--- src/rtl/rccn_pkg.sv ---
// ----------------------------------------------------------------------------
// rccn_pkg
// shared widths, register codes and control structs of the rc channel
// calibrate and normalize block
// ----------------------------------------------------------------------------
package rccn_pkg;

  localparam int WidthBits   = 16;
  localparam int FracBits    = 16;
  localparam int PosBits     = FracBits + 1;
  localparam int NumCh       = 4;
  localparam int ChBits      = $clog2(NumCh);
  localparam int StepBits    = $clog2(FracBits);
  localparam int CfgIdxBits  = 2;
  localparam int CfgDataBits = 16;
  localparam int MinValidBits = 16;

  localparam logic [MinValidBits-1:0] ValidReset = MinValidBits'(100);
  localparam logic [PosBits-1:0]      OneQ       = {1'b1, {FracBits{1'b0}}};

  typedef enum logic [CfgIdxBits-1:0] {
    REG_CAL_EN    = 2'd0,
    REG_MIN_VALID = 2'd1
  } cfg_reg_e;

  typedef struct packed {
    logic                 start;
    logic [WidthBits-1:0] numer;
    logic [WidthBits-1:0] denom;
  } div_req_t;

  typedef struct packed {
    logic                busy;
    logic                done;
    logic [FracBits-1:0] quot;
  } div_rsp_t;

endpackage

--- src/rtl/rccn_if.sv ---
// ----------------------------------------------------------------------------
// rccn_if
// valid/ready channels of the rc channel calibrate and normalize block
// ----------------------------------------------------------------------------
interface rccn_in_if;
  import rccn_pkg::*;
  logic                 valid;
  logic                 ready;
  logic [WidthBits-1:0] width_ch1;
  logic [WidthBits-1:0] width_ch2;
  logic [WidthBits-1:0] width_ch3;
  logic [WidthBits-1:0] width_ch4;

  modport source (output valid, width_ch1, width_ch2, width_ch3, width_ch4, input ready);
  modport sink (input valid, width_ch1, width_ch2, width_ch3, width_ch4, output ready);
endinterface

interface rccn_out_if;
  import rccn_pkg::*;
  logic               valid;
  logic               ready;
  logic [PosBits-1:0] position_ch1;
  logic [PosBits-1:0] position_ch2;
  logic [PosBits-1:0] position_ch3;
  logic [PosBits-1:0] position_ch4;

  modport source (output valid, position_ch1, position_ch2, position_ch3, position_ch4,
                  input ready);
  modport sink (input valid, position_ch1, position_ch2, position_ch3, position_ch4,
                output ready);
endinterface

interface rccn_cfg_if;
  import rccn_pkg::*;
  logic                   valid;
  logic                   ready;
  logic [CfgIdxBits-1:0]  index;
  logic [CfgDataBits-1:0] data;

  modport source (output valid, index, data, input ready);
  modport sink (input valid, index, data, output ready);
endinterface

--- src/rtl/rccn_div.sv ---
// ----------------------------------------------------------------------------
// rccn_div
// restoring divider, one quotient bit per cycle, numerator below denominator
// ----------------------------------------------------------------------------
module rccn_div (
  input  logic               clk_i,
  input  logic               rst_ni,
  input  rccn_pkg::div_req_t req_i,
  output rccn_pkg::div_rsp_t rsp_o
);
  import rccn_pkg::*;

  logic                 busy_q;
  logic                 done_q;
  logic [StepBits-1:0]  cnt_q;
  logic [WidthBits-1:0] rem_q;
  logic [WidthBits-1:0] den_q;
  logic [FracBits-1:0]  quot_q;

  logic [WidthBits:0] shifted;
  logic [WidthBits:0] diff;
  logic               ge;

  assign shifted = {rem_q, 1'b0};
  assign ge      = shifted >= {1'b0, den_q};
  assign diff    = shifted - {1'b0, den_q};

  always_ff @(posedge clk_i or negedge rst_ni) begin
    if (!rst_ni) begin
      busy_q <= 1'b0;
      done_q <= 1'b0;
      cnt_q  <= '0;
    end else begin
      done_q <= 1'b0;
      if (req_i.start) begin
        busy_q <= 1'b1;
        cnt_q  <= StepBits'(FracBits - 1);
      end else if (busy_q) begin
        if (cnt_q == '0) begin
          busy_q <= 1'b0;
          done_q <= 1'b1;
        end else begin
          cnt_q <= cnt_q - StepBits'(1);
        end
      end
    end
  end

  // datapath, no reset needed
  always_ff @(posedge clk_i) begin
    if (req_i.start) begin
      rem_q  <= req_i.numer;
      den_q  <= req_i.denom;
      quot_q <= '0;
    end else if (busy_q) begin
      rem_q  <= ge ? diff[WidthBits-1:0] : shifted[WidthBits-1:0];
      quot_q <= {quot_q[FracBits-2:0], ge};
    end
  end

  assign rsp_o.busy = busy_q;
  assign rsp_o.done = done_q;
  assign rsp_o.quot = quot_q;

endmodule

--- src/rtl/rc_channel_calibrate_normalize.sv ---
// ----------------------------------------------------------------------------
// rc_channel_calibrate_normalize
// per-channel min/max calibration and normalization of four rc pulse widths
// ----------------------------------------------------------------------------
// each channel passes the update and check states, and the wait state as well
//   when it needs the shared 16-step restoring divider
// a new frame is taken only in the idle state, once the previous one has gone
//   to the output register; a stalled output holds the input
// reset: bounds go to lower all ones and upper zero, calibration off,
//   min valid width 100; no clearing pass, ready right after reset
module rc_channel_calibrate_normalize (
  input  logic       clk_i,
  input  logic       rst_ni,
  rccn_cfg_if.sink   cfg_i,
  rccn_in_if.sink    in_i,
  rccn_out_if.source out_o
);
  import rccn_pkg::*;

  typedef enum logic [2:0] {
    ST_IDLE,
    ST_UPDATE,
    ST_CHECK,
    ST_WAIT,
    ST_FLUSH
  } state_e;

  state_e state_q;
  logic [ChBits-1:0] ch_q;

  // configuration registers
  logic                    cal_en_q;
  logic [MinValidBits-1:0] min_valid_q;

  // per-channel calibration bounds
  logic [WidthBits-1:0] lo_q [NumCh];
  logic [WidthBits-1:0] hi_q [NumCh];

  // frame work registers
  logic [WidthBits-1:0] width_q [NumCh];
  logic [PosBits-1:0]   pos_q [NumCh];

  // output register
  logic               out_valid_q;
  logic [PosBits-1:0] out_pos_q [NumCh];

  // current channel view
  logic [WidthBits-1:0] w;
  logic [WidthBits-1:0] lo;
  logic [WidthBits-1:0] hi;
  logic                 cal_hit;
  logic [WidthBits-1:0] lo_new;
  logic [WidthBits-1:0] hi_new;
  logic                 is_zero;
  logic                 is_full;
  logic                 last_ch;

  div_req_t div_req;
  div_rsp_t div_rsp;

  assign w  = width_q[ch_q];
  assign lo = lo_q[ch_q];
  assign hi = hi_q[ch_q];

  // a width above the threshold widens the bounds while calibrating
  assign cal_hit = cal_en_q && (w > min_valid_q);
  assign lo_new  = (cal_hit && (w < lo)) ? w : lo;
  assign hi_new  = (cal_hit && (w > hi)) ? w : hi;

  // empty range or at/below lower bound gives zero, at/above upper gives one
  assign is_zero = (hi <= lo) || (w <= lo);
  assign is_full = (w >= hi);
  assign last_ch = (ch_q == ChBits'(NumCh - 1));

  // strictly inside the range: numerator is below the span, quotient fits
  assign div_req.start = (state_q == ST_CHECK) && !is_zero && !is_full;
  assign div_req.numer = w - lo;
  assign div_req.denom = hi - lo;

  rccn_div u_div (
    .clk_i  (clk_i),
    .rst_ni (rst_ni),
    .req_i  (div_req),
    .rsp_o  (div_rsp)
  );

  assign cfg_i.ready = 1'b1;
  assign in_i.ready  = (state_q == ST_IDLE);

  assign out_o.valid        = out_valid_q;
  assign out_o.position_ch1 = out_pos_q[0];
  assign out_o.position_ch2 = out_pos_q[1];
  assign out_o.position_ch3 = out_pos_q[2];
  assign out_o.position_ch4 = out_pos_q[3];

  // sequencer, configuration, bounds and output handshake
  always_ff @(posedge clk_i or negedge rst_ni) begin
    if (!rst_ni) begin
      state_q     <= ST_IDLE;
      ch_q        <= '0;
      cal_en_q    <= 1'b0;
      min_valid_q <= ValidReset;
      out_valid_q <= 1'b0;
      for (int c = 0; c < NumCh; c++) begin
        lo_q[c] <= '1;
        hi_q[c] <= '0;
      end
    end else begin
      if (cfg_i.valid) begin
        case (cfg_reg_e'(cfg_i.index))
          REG_CAL_EN:    cal_en_q    <= cfg_i.data[0];
          REG_MIN_VALID: min_valid_q <= cfg_i.data[MinValidBits-1:0];
          default: ;
        endcase
      end

      // load a finished frame, or free the register once it is taken
      if ((state_q == ST_FLUSH) && (!out_valid_q || out_o.ready)) begin
        out_valid_q <= 1'b1;
      end else if (out_valid_q && out_o.ready) begin
        out_valid_q <= 1'b0;
      end

      case (state_q)
        ST_IDLE: begin
          if (in_i.valid) begin
            ch_q    <= '0;
            state_q <= ST_UPDATE;
          end
        end
        ST_UPDATE: begin
          lo_q[ch_q] <= lo_new;
          hi_q[ch_q] <= hi_new;
          state_q    <= ST_CHECK;
        end
        ST_CHECK: begin
          if (is_zero || is_full) begin
            ch_q    <= ch_q + ChBits'(1);
            state_q <= last_ch ? ST_FLUSH : ST_UPDATE;
          end else begin
            state_q <= ST_WAIT;
          end
        end
        ST_WAIT: begin
          if (div_rsp.done) begin
            ch_q    <= ch_q + ChBits'(1);
            state_q <= last_ch ? ST_FLUSH : ST_UPDATE;
          end
        end
        ST_FLUSH: begin
          // hand the frame over once the output register is free
          if (!out_valid_q || out_o.ready) begin
            state_q <= ST_IDLE;
          end
        end
        default: state_q <= ST_IDLE;
      endcase
    end
  end

  // payload registers
  always_ff @(posedge clk_i) begin
    if (in_i.valid && in_i.ready) begin
      width_q[0] <= in_i.width_ch1;
      width_q[1] <= in_i.width_ch2;
      width_q[2] <= in_i.width_ch3;
      width_q[3] <= in_i.width_ch4;
    end
    if (state_q == ST_CHECK) begin
      if (is_zero) begin
        pos_q[ch_q] <= '0;
      end else if (is_full) begin
        pos_q[ch_q] <= OneQ;
      end
    end
    if ((state_q == ST_WAIT) && div_rsp.done) begin
      pos_q[ch_q] <= PosBits'(div_rsp.quot);
    end
    if ((state_q == ST_FLUSH) && (!out_valid_q || out_o.ready)) begin
      for (int c = 0; c < NumCh; c++) begin
        out_pos_q[c] <= pos_q[c];
      end
    end
  end

  // a frame transaction makes the block busy on the next cycle
  a_busy_after_accept: assert property (@(posedge clk_i) disable iff (!rst_ni)
    (in_i.valid && in_i.ready) |=> !in_i.ready)
    else $error("block still ready after taking a frame");

  // the divider only finishes while the sequencer waits for it
  a_div_done_in_wait: assert property (@(posedge clk_i) disable iff (!rst_ni)
    div_rsp.done |-> (state_q == ST_WAIT))
    else $error("divider finished outside wait state");

  // divisions start only strictly inside the range, so the quotient fits
  a_div_in_range: assert property (@(posedge clk_i) disable iff (!rst_ni)
    div_req.start |-> (div_req.denom > div_req.numer) && !div_rsp.busy)
    else $error("division started out of range or while busy");

  // positions never exceed one
  a_pos_clamped: assert property (@(posedge clk_i) disable iff (!rst_ni)
    out_valid_q |-> (out_pos_q[0] <= OneQ) && (out_pos_q[1] <= OneQ)
                 && (out_pos_q[2] <= OneQ) && (out_pos_q[3] <= OneQ))
    else $error("position above one");

endmodule

--- src/flat_wrapper.sv ---
// flat-port wrapper written by rule: the top's interface ports become plain ports
module rc_channel_calibrate_normalize_flat import rccn_pkg::*;
  (clk_i, rst_ni, cfg_i_valid, cfg_i_index, cfg_i_data, cfg_i_ready, in_i_valid, in_i_width_ch1, in_i_width_ch2, in_i_width_ch3, in_i_width_ch4, in_i_ready, out_o_valid, out_o_position_ch1, out_o_position_ch2, out_o_position_ch3, out_o_position_ch4, out_o_ready);
  rccn_cfg_if cfg_i_i ();
  rccn_in_if in_i_i ();
  rccn_out_if out_o_i ();
  input  logic clk_i;
  input  logic rst_ni;
  input wire logic [$bits(cfg_i_i.valid)-1:0] cfg_i_valid;
  input wire logic [$bits(cfg_i_i.index)-1:0] cfg_i_index;
  input wire logic [$bits(cfg_i_i.data)-1:0] cfg_i_data;
  output wire logic [$bits(cfg_i_i.ready)-1:0] cfg_i_ready;
  input wire logic [$bits(in_i_i.valid)-1:0] in_i_valid;
  input wire logic [$bits(in_i_i.width_ch1)-1:0] in_i_width_ch1;
  input wire logic [$bits(in_i_i.width_ch2)-1:0] in_i_width_ch2;
  input wire logic [$bits(in_i_i.width_ch3)-1:0] in_i_width_ch3;
  input wire logic [$bits(in_i_i.width_ch4)-1:0] in_i_width_ch4;
  output wire logic [$bits(in_i_i.ready)-1:0] in_i_ready;
  output wire logic [$bits(out_o_i.valid)-1:0] out_o_valid;
  output wire logic [$bits(out_o_i.position_ch1)-1:0] out_o_position_ch1;
  output wire logic [$bits(out_o_i.position_ch2)-1:0] out_o_position_ch2;
  output wire logic [$bits(out_o_i.position_ch3)-1:0] out_o_position_ch3;
  output wire logic [$bits(out_o_i.position_ch4)-1:0] out_o_position_ch4;
  input wire logic [$bits(out_o_i.ready)-1:0] out_o_ready;
  assign cfg_i_i.valid = cfg_i_valid;
  assign cfg_i_i.index = cfg_i_index;
  assign cfg_i_i.data = cfg_i_data;
  assign cfg_i_ready = cfg_i_i.ready;
  assign in_i_i.valid = in_i_valid;
  assign in_i_i.width_ch1 = in_i_width_ch1;
  assign in_i_i.width_ch2 = in_i_width_ch2;
  assign in_i_i.width_ch3 = in_i_width_ch3;
  assign in_i_i.width_ch4 = in_i_width_ch4;
  assign in_i_ready = in_i_i.ready;
  assign out_o_valid = out_o_i.valid;
  assign out_o_position_ch1 = out_o_i.position_ch1;
  assign out_o_position_ch2 = out_o_i.position_ch2;
  assign out_o_position_ch3 = out_o_i.position_ch3;
  assign out_o_position_ch4 = out_o_i.position_ch4;
  assign out_o_i.ready = out_o_ready;
  rc_channel_calibrate_normalize u_core (.clk_i(clk_i), .rst_ni(rst_ni), .cfg_i(cfg_i_i), .in_i(in_i_i), .out_o(out_o_i));
endmodule
--- config.mk ---
export PLATFORM = sky130hd
export DESIGN_NAME = rc_channel_calibrate_normalize_flat
export DESIGN_NICKNAME = d
export VERILOG_FILES = /design/src/rtl/rccn_pkg.sv /design/src/rtl/rccn_if.sv /design/src/rtl/rccn_div.sv /design/src/rtl/rc_channel_calibrate_normalize.sv /design/src/flat_wrapper.sv
export SDC_FILE = /design/constraint.sdc
export NUM_CORES = 1
export LEC_CHECK = 0
export BUFFER_PORTS_ARGS = -buffer_cell sky130_fd_sc_hd__buf_4
export CAP_MARGIN = 20
export CORE_MARGIN = 10
export CORE_UTILIZATION = 54
export DETAILED_ROUTE_END_ITERATION = 16
export PLACE_DENSITY = 0.74
export SLEW_MARGIN = 20
export SYNTH_ARGS = -nofsm -noshare
export SYNTH_HDL_FRONTEND = slang
export SYNTH_SLANG_ARGS = --single-unit
--- constraint.sdc ---
create_clock -name clk_i -period 4.1 [get_ports clk_i]
set_input_delay 0.41 -clock clk_i [delete_from_list [all_inputs] [get_ports clk_i]]
set_output_delay 0.41 -clock clk_i [all_outputs]
set_load 0.03 [all_outputs]
==> results.yml, run 1 <==
status:
  status: "completed"
floorplanning:
  die_h_um: 205.3
  num_io_pins: 158
  die_w_um: 205.3
  rows: 67
  start_util_pct: 55.02
  die-area_mm2: 0.04215
  core-area_mm2: 0.03370
cts:
  clock_sink_count: 405
  cts_tree: "done"
  cts_max_level: 2
  clk_pin_slew_ns: 0.06
  clockBufferDepth: 3
  cts_buffers: 41
  insertion_delay_ns: 0.55
  cts_root_buffer: "clkbuf_16"
routing:
  detailroute.via_count: 12055
  drc_errors: 0
  ant_nets: 0
  drtIter0Drc: 907
  routed_wl_um: 43040
  dr.pass1.iters: 5
  wire_per_inst_um: 20.30
  vias_per_cell: 5.686
yosys:
  async_flop_share_pct: 38.77
  synth_cells: 1424
  synth_edf_count: 232
  muxShareOfSynthArea_pct: 11.01
  synth_xor_area_share_pct: 1.653
  synth_top_family_by_area: "multiplexers"
  avgSynthCellArea_um2: 13.02
  ys_ff_latch: 405
  synth_simple_gate_area_share_pct: 8.360
  syn-num-nets: 1599
  yosysWarnings: 0
  yosys.cell_types.count: 69
  ys.flop_type: "edfxtp_1"
  yosys-top-cells-area: "edfxtp_1 (38%), dfrtp_1 (12%), dfstp_2 (9.5%)"
  synth_compound_area_share_pct: 8.846
  yosys.area.top_type: "edfxtp_1"
  yosysTopAreaCellShare_pct: 37.57
  synth_area_mm2: 0.01854
  synth_seq_area_share_pct: 60.94
  synthAdderAreaFrac_pct: 6.059
cells_and_area:
  syn2layout_area_growth_pct: 18.99
  nets: 1814
  diodes: 0
  mostFrequentLayoutCell: "edfxtp_1"
  instances_no_fill: 2120
  drive_above_1_share_pct: 27.39
  layout.cells.most_common_list: "edfxtp_1 (232), buf_4 (218), nor2_1 (185)"
setup_path:
  required_ns: 4.48
  end_kind: "register"
  arrival_ns: 4.37
  critPathLaunchType: "register"
  cp_max_fo: 15
  path_class: "reg2reg"
timing:
  setup_viol_count_final: 0
  fin_skew_ns: 0.01958
  max_freq_mhz: 250.4
  final.period_utilization_pct: 97.42
  holdWs_ns: 0.03890
  rsz0062_at_grt: "yes"
  hold_violations: 0
  worst_slew_pin_slew_ns: 0.9435
  slew-limit-headroom_pct: 37.10
  layout_min_cycle_time_ns: 3.994
  maxSlewViolCount: 0
grt:
  overflow: 0
  grt_first_pass_wirelength_um: 67610
  antenna_found_initial: 0
  grt_pass1_vias: 12185
  grt_max_degree: 94
  track_usage_pct: 20.33
min_path:
  hp-class: "in2reg"
placement:
  numPortBuffers: 156
  gp_congestion: 0.9421
  place_hpwl_um: 31020
  placed_cells: 2043
flow_run:
  maxCapViolations: 0
## stage by stage
step | setup TNS (ns) | utilization [%] | setup slack (ns) | cell area [um2]
global placement | 0 | 61.41 | 0.1479 | 20690
finish | 0 | 65.47 | 0.1060 | 22060
CTS | 0 | 65.39 | 0.09655 | 22040
floorplan | -18.02 | - | -0.2791 | 18550
global route | -0.2974 | 65.47 | -0.05061 | 22060
detailed placement | 0 | 61.41 | 0.1105 | 20690
## final timing paths
check	endpoint	slack [ns]	cells past startpoint	from
min reg2reg	u_core.out_pos_q[2][5]	0.41	0	u_core.pos_q[2][5]
max	u_core.hi_q[12]	0.11	12	u_core.ch_q[0]
max in group asynchronous	u_core.min_valid_q[6]	2.69	3	rst_ni
max reg2reg	u_core.hi_q[12]	0.11	12	u_core.ch_q[0]
min in group asynchronous	u_core.hi_q[25]	0.51	2	rst_ni
min	u_core.width_q[2][5]	0.04	1	in_i_width_ch3[5]
## registers in the layout, summed over array words and instances (netlist names)
name / flops
u_core.lo_q: 64
u_core.out_o.valid: 1
u_core.width_q: 64
u_core.state_q: 3
u_core.u_div.den_q: 16
u_core.u_div.quot_q: 16
u_core.ch_q: 2
u_core.u_div.busy_q: 1
u_core.hi_q: 64
u_core.min_valid_q: 16
u_core.out_pos_q: 68
u_core.u_div.done_q: 1
u_core.u_div.rem_q: 16
u_core.cal_en_q: 1
u_core.u_div.cnt_q: 4
u_core.pos_q: 68
## critical path: stages (launching register included)
cell and delay (ns):
dfrtp_4 0.49, buf_12 0.19, mux4_2 0.66, ha_1 0.37, nand4_1 0.15, or4_1 0.53, a21o_1 0.20, nand2_1 0.10
nor2_1 0.07, nor3b_4 0.26, buf_4 0.25, mux2i_1 0.41, a21oi_1 0.13
## final cells by class
| cell class | count | area, um2 |
|---|---|---|
| Tap cell | 448 | 560.5 |
| Fill cell | 2494 | 11640 |
| Sequential cell | 405 | 11300 |
| Timing Repair Buffer | 230 | 1858 |
| Clock inverter | 27 | 246.5 |
| Clock buffer | 49 | 1086 |
| Multi-Input combinational cell | 881 | 6708 |
| Inverter | 80 | 300.3 |
## cell usage after synthesis (4+ instances only)
| master | count |
|---|---|
| a211oi_1 | 5 |
| a21o_1 | 12 |
| a21oi_1 | 172 |
| a31oi_1 | 6 |
| and2_1 | 18 |
| and3_1 | 5 |
| buf_1 | 7 |
| buf_2 | 6 |
| buf_4 | 5 |
| clkbuf_1 | 36 |
| dfrtp_1 | 90 |
| dfstp_2 | 67 |
| dfxtp_1 | 16 |
| edfxtp_1 | 232 |
| ha_1 | 85 |
| inv_1 | 80 |
| mux2_2 | 20 |
| mux2i_1 | 72 |
| mux4_2 | 48 |
| nand2_1 | 36 |
| nand2b_1 | 14 |
| nand3_1 | 13 |
| nand4_1 | 13 |
| nor2_1 | 186 |
| nor2b_1 | 14 |
| nor3_1 | 15 |
| nor4_1 | 4 |
| o21a_1 | 8 |
| o21ai_0 | 30 |
| o21ai_1 | 6 |
| o31a_1 | 6 |
| o31ai_1 | 4 |
| xnor2_1 | 21 |
| xor2_1 | 14 |
## per-layer routing
layer	GRT usage [%]	wire, um
met4	5.224	827
met5	0	0
met3	3.585	2677
met1	28.09	18650
met2	32.80	20890
## what timing repair did
action | in CTS | in global routing
hold endpoints to repair | 12 | 0
buffers inserted | 0 | 0
setup endpoints to repair | 0 | 86
hold buffers | 1 | 0
gates resized for setup | 0 | 7
## kinds of logic after synthesis
group	count (synthesis)
simple gates	337
mux	141
xor+xnor	35
buf+inv	138
compound gates	279
fa+ha+maj	88
other cells	1
flops	405
Power of run 1 is not shown: default switching activity piles up to over one toggle a cycle in this logic, so the estimate is an artifact.
==> run 2, diff against run 1 <==
--- a/config.mk
+++ b/config.mk
@@ -5,11 +5,13 @@
 export SDC_FILE = /design/constraint.sdc
 export NUM_CORES = 1
 export LEC_CHECK = 0
-export BUFFER_PORTS_ARGS = -buffer_cell sky130_fd_sc_hd__buf_4
+export ABC_CLOCK_PERIOD_IN_PS = 4100
 export CAP_MARGIN = 20
 export CORE_MARGIN = 10
-export CORE_UTILIZATION = 54
+export CORE_UTILIZATION = 58
 export DETAILED_ROUTE_END_ITERATION = 16
+export DONT_BUFFER_PORTS = 1
+export GPL_TIMING_DRIVEN = 0
 export PLACE_DENSITY = 0.74
 export SLEW_MARGIN = 20
 export SYNTH_ARGS = -nofsm -noshare
==> run 2 against run 1 <==
  * Worst hold slack worse by 0.012 ns
  * Flip-flop and latch count is the same
  * Clock skew is 0.0018 ns lower
  * Die area shrank 6.2%
  * Utilization grew 4.8 points
  * Wire length grew 12%
  * Sequential share of layout area down 0.28 points
  * Critical path type unchanged
  * Critical endpoint is now u_core.pos_q[2][3]
==> results.yml, run 2 (synthesis results as in run 1) <==
routing:
  dr.pass1.iters: 6
  vias_per_cell: 6.161
  routed_wl_um: 48150
  drc_errors: 0
  detailroute.via_count: 12463
  ant_nets: 0
  drtIter0Drc: 1194
  wire_per_inst_um: 23.80
grt:
  antenna_found_initial: 0
  overflow: 0
  grt_pass1_vias: 12348
  grt_first_pass_wirelength_um: 70200
  grt_max_degree: 158
  track_usage_pct: 23.10
cts:
  insertion_delay_ns: 0.53
  clk_pin_slew_ns: 0.07
  clockBufferDepth: 3
  cts_buffers: 40
  clock_sink_count: 405
  cts_tree: "done"
  cts_max_level: 2
  cts_root_buffer: "clkbuf_16"
cells_and_area:
  layout.cells.most_common_list: "edfxtp_1 (232), nor2_1 (182), a21oi_1 (169)"
  register_area_mm2: 0.01130
  syn2layout_area_growth_pct: 19.61
  finish.instance_area_mm2: 0.02218
  mostFrequentLayoutCell: "edfxtp_1"
  nets: 1764
  multi_input_area_mm2: 0.006983
  reg_top3: "u_core.out_pos_q (68), u_core.pos_q (68)"
  fillers: 1982
  drive_above_1_share_pct: 20.80
min_path:
  hp-class: "in2reg"
status:
  status: "completed"
timing:
  maxSlewViolCount: 0
  slew-limit-headroom_pct: 47.18
  hold_violations: 0
  final.period_utilization_pct: 99.50
  holdWs_ns: 0.02726
  fin_skew_ns: 0.01780
  layout_min_cycle_time_ns: 4.080
  max_freq_mhz: 245.1
  setup_viol_count_final: 0
  worst_slew_pin_slew_ns: 0.7923
placement:
  gp_congestion: 0.9135
  place_area_mm2: 0.01917
  place_hpwl_um: 30610
  numPortBuffers: 0
floorplanning:
  die_h_um: 198.8
  num_io_pins: 158
  core-area_mm2: 0.03156
  die-area_mm2: 0.03952
  rows: 65
  die_w_um: 198.8
  start_util_pct: 58.76
setup_path:
  slowest_delay_ns: 0.66
  end_kind: "register"
  critPathLaunchType: "register"
  path_cells: "buf_12, buf_6, mux4_2, ha_1, o21a_1, o31a_1, o311a_4, a31oi_4, a22oi_2, buf_4, a21oi_4, nor2_4, nor2b_4, buf_4"
  path_class: "reg2reg"
  required_ns: 4.33
  cp_max_fo: 10
  crit_buf_inv: 4
  crit_family: "compound AO/OA/AOI/OAI gates"
  critPathSlowestCell: "mux4_2"
  arrival_ns: 4.31
  cpMostUsedCell: "buf_4"
flow_run:
  maxCapViolations: 0
run 2: metrics by stage:
step | util (%) | TNS [ns] | worst slack [ns] | cells
after floorplan | - | -18.02 | -0.2791 | 1424
after global placement | 60.36 | -217.08 | -1.945 | 1826
after detailed placement | 60.77 | -169.92 | -1.146 | 1832
after CTS | 68.43 | -0.3917 | -0.02608 | 1988
after global routing | 70.28 | -1.446 | -0.06055 | 2022
final | 70.29 | 0 | 0.02035 | 2023
run 2: final cells by class:
class	instances	area share, %
clock inverter	18	1.190
buffer	55	1.450
tap	402	2.268
multi-input combinational	882	31.48
timing repair buffer	125	6.031
clock buffer	55	5.230
sequential	405	50.96
inverter	80	1.377
antenna	1	0.01128
run 2: per-layer routing:
metal / wire length [um] / global-route usage, % / vias up
met5: 0 / 0 / -
met4: 1634 / 8.873 / 0
met1: 18750 / 28.51 / 6209
li1: - / - / 5538
met3: 3816 / 6.016 / 125
met2: 23950 / 38.28 / 591
run 2: repair_timing:
| action | CTS | global route |
|---|---|---|
| gates resized for setup | 50 | 45 |
| hold endpoints to repair | 221 | 0 |
| buffers inserted | 17 | 33 |
| hold buffers | 66 | 0 |
| gates cloned | 1 | 4 |
| pin swaps | 2 | 9 |
| setup endpoints to repair | 277 | 184 |
run 2: final timing paths:
kind	start	cells past startpoint	slack (ns)	to
max	u_core.ch_q[0]	14	0.02	u_core.pos_q[2][3]
min	cfg_i_data[12]	1	0.03	u_core.min_valid_q[12]
max reg2reg	u_core.ch_q[0]	14	0.02	u_core.pos_q[2][3]
min reg2reg	u_core.pos_q[3][3]	0	0.41	u_core.out_pos_q[3][3]
max in group asynchronous	rst_ni	2	2.92	u_core.ch_q[0]
min in group asynchronous	rst_ni	2	0.54	u_core.hi_q[58]
run 2: worst register-to-register path, cell delays in order, from the launching register on:
cell	delay (ns)
dfrtp_2	0.37
buf_12	0.14
buf_6	0.24
mux4_2	0.66
ha_1	0.40
o21a_1	0.22
o31a_1	0.13
o311a_4	0.35
a31oi_4	0.19
a22oi_2	0.13
buf_4	0.17
a21oi_4	0.18
nor2_4	0.11
nor2b_4	0.30
buf_4	0.20
Power of run 2 is left out for the same reason.
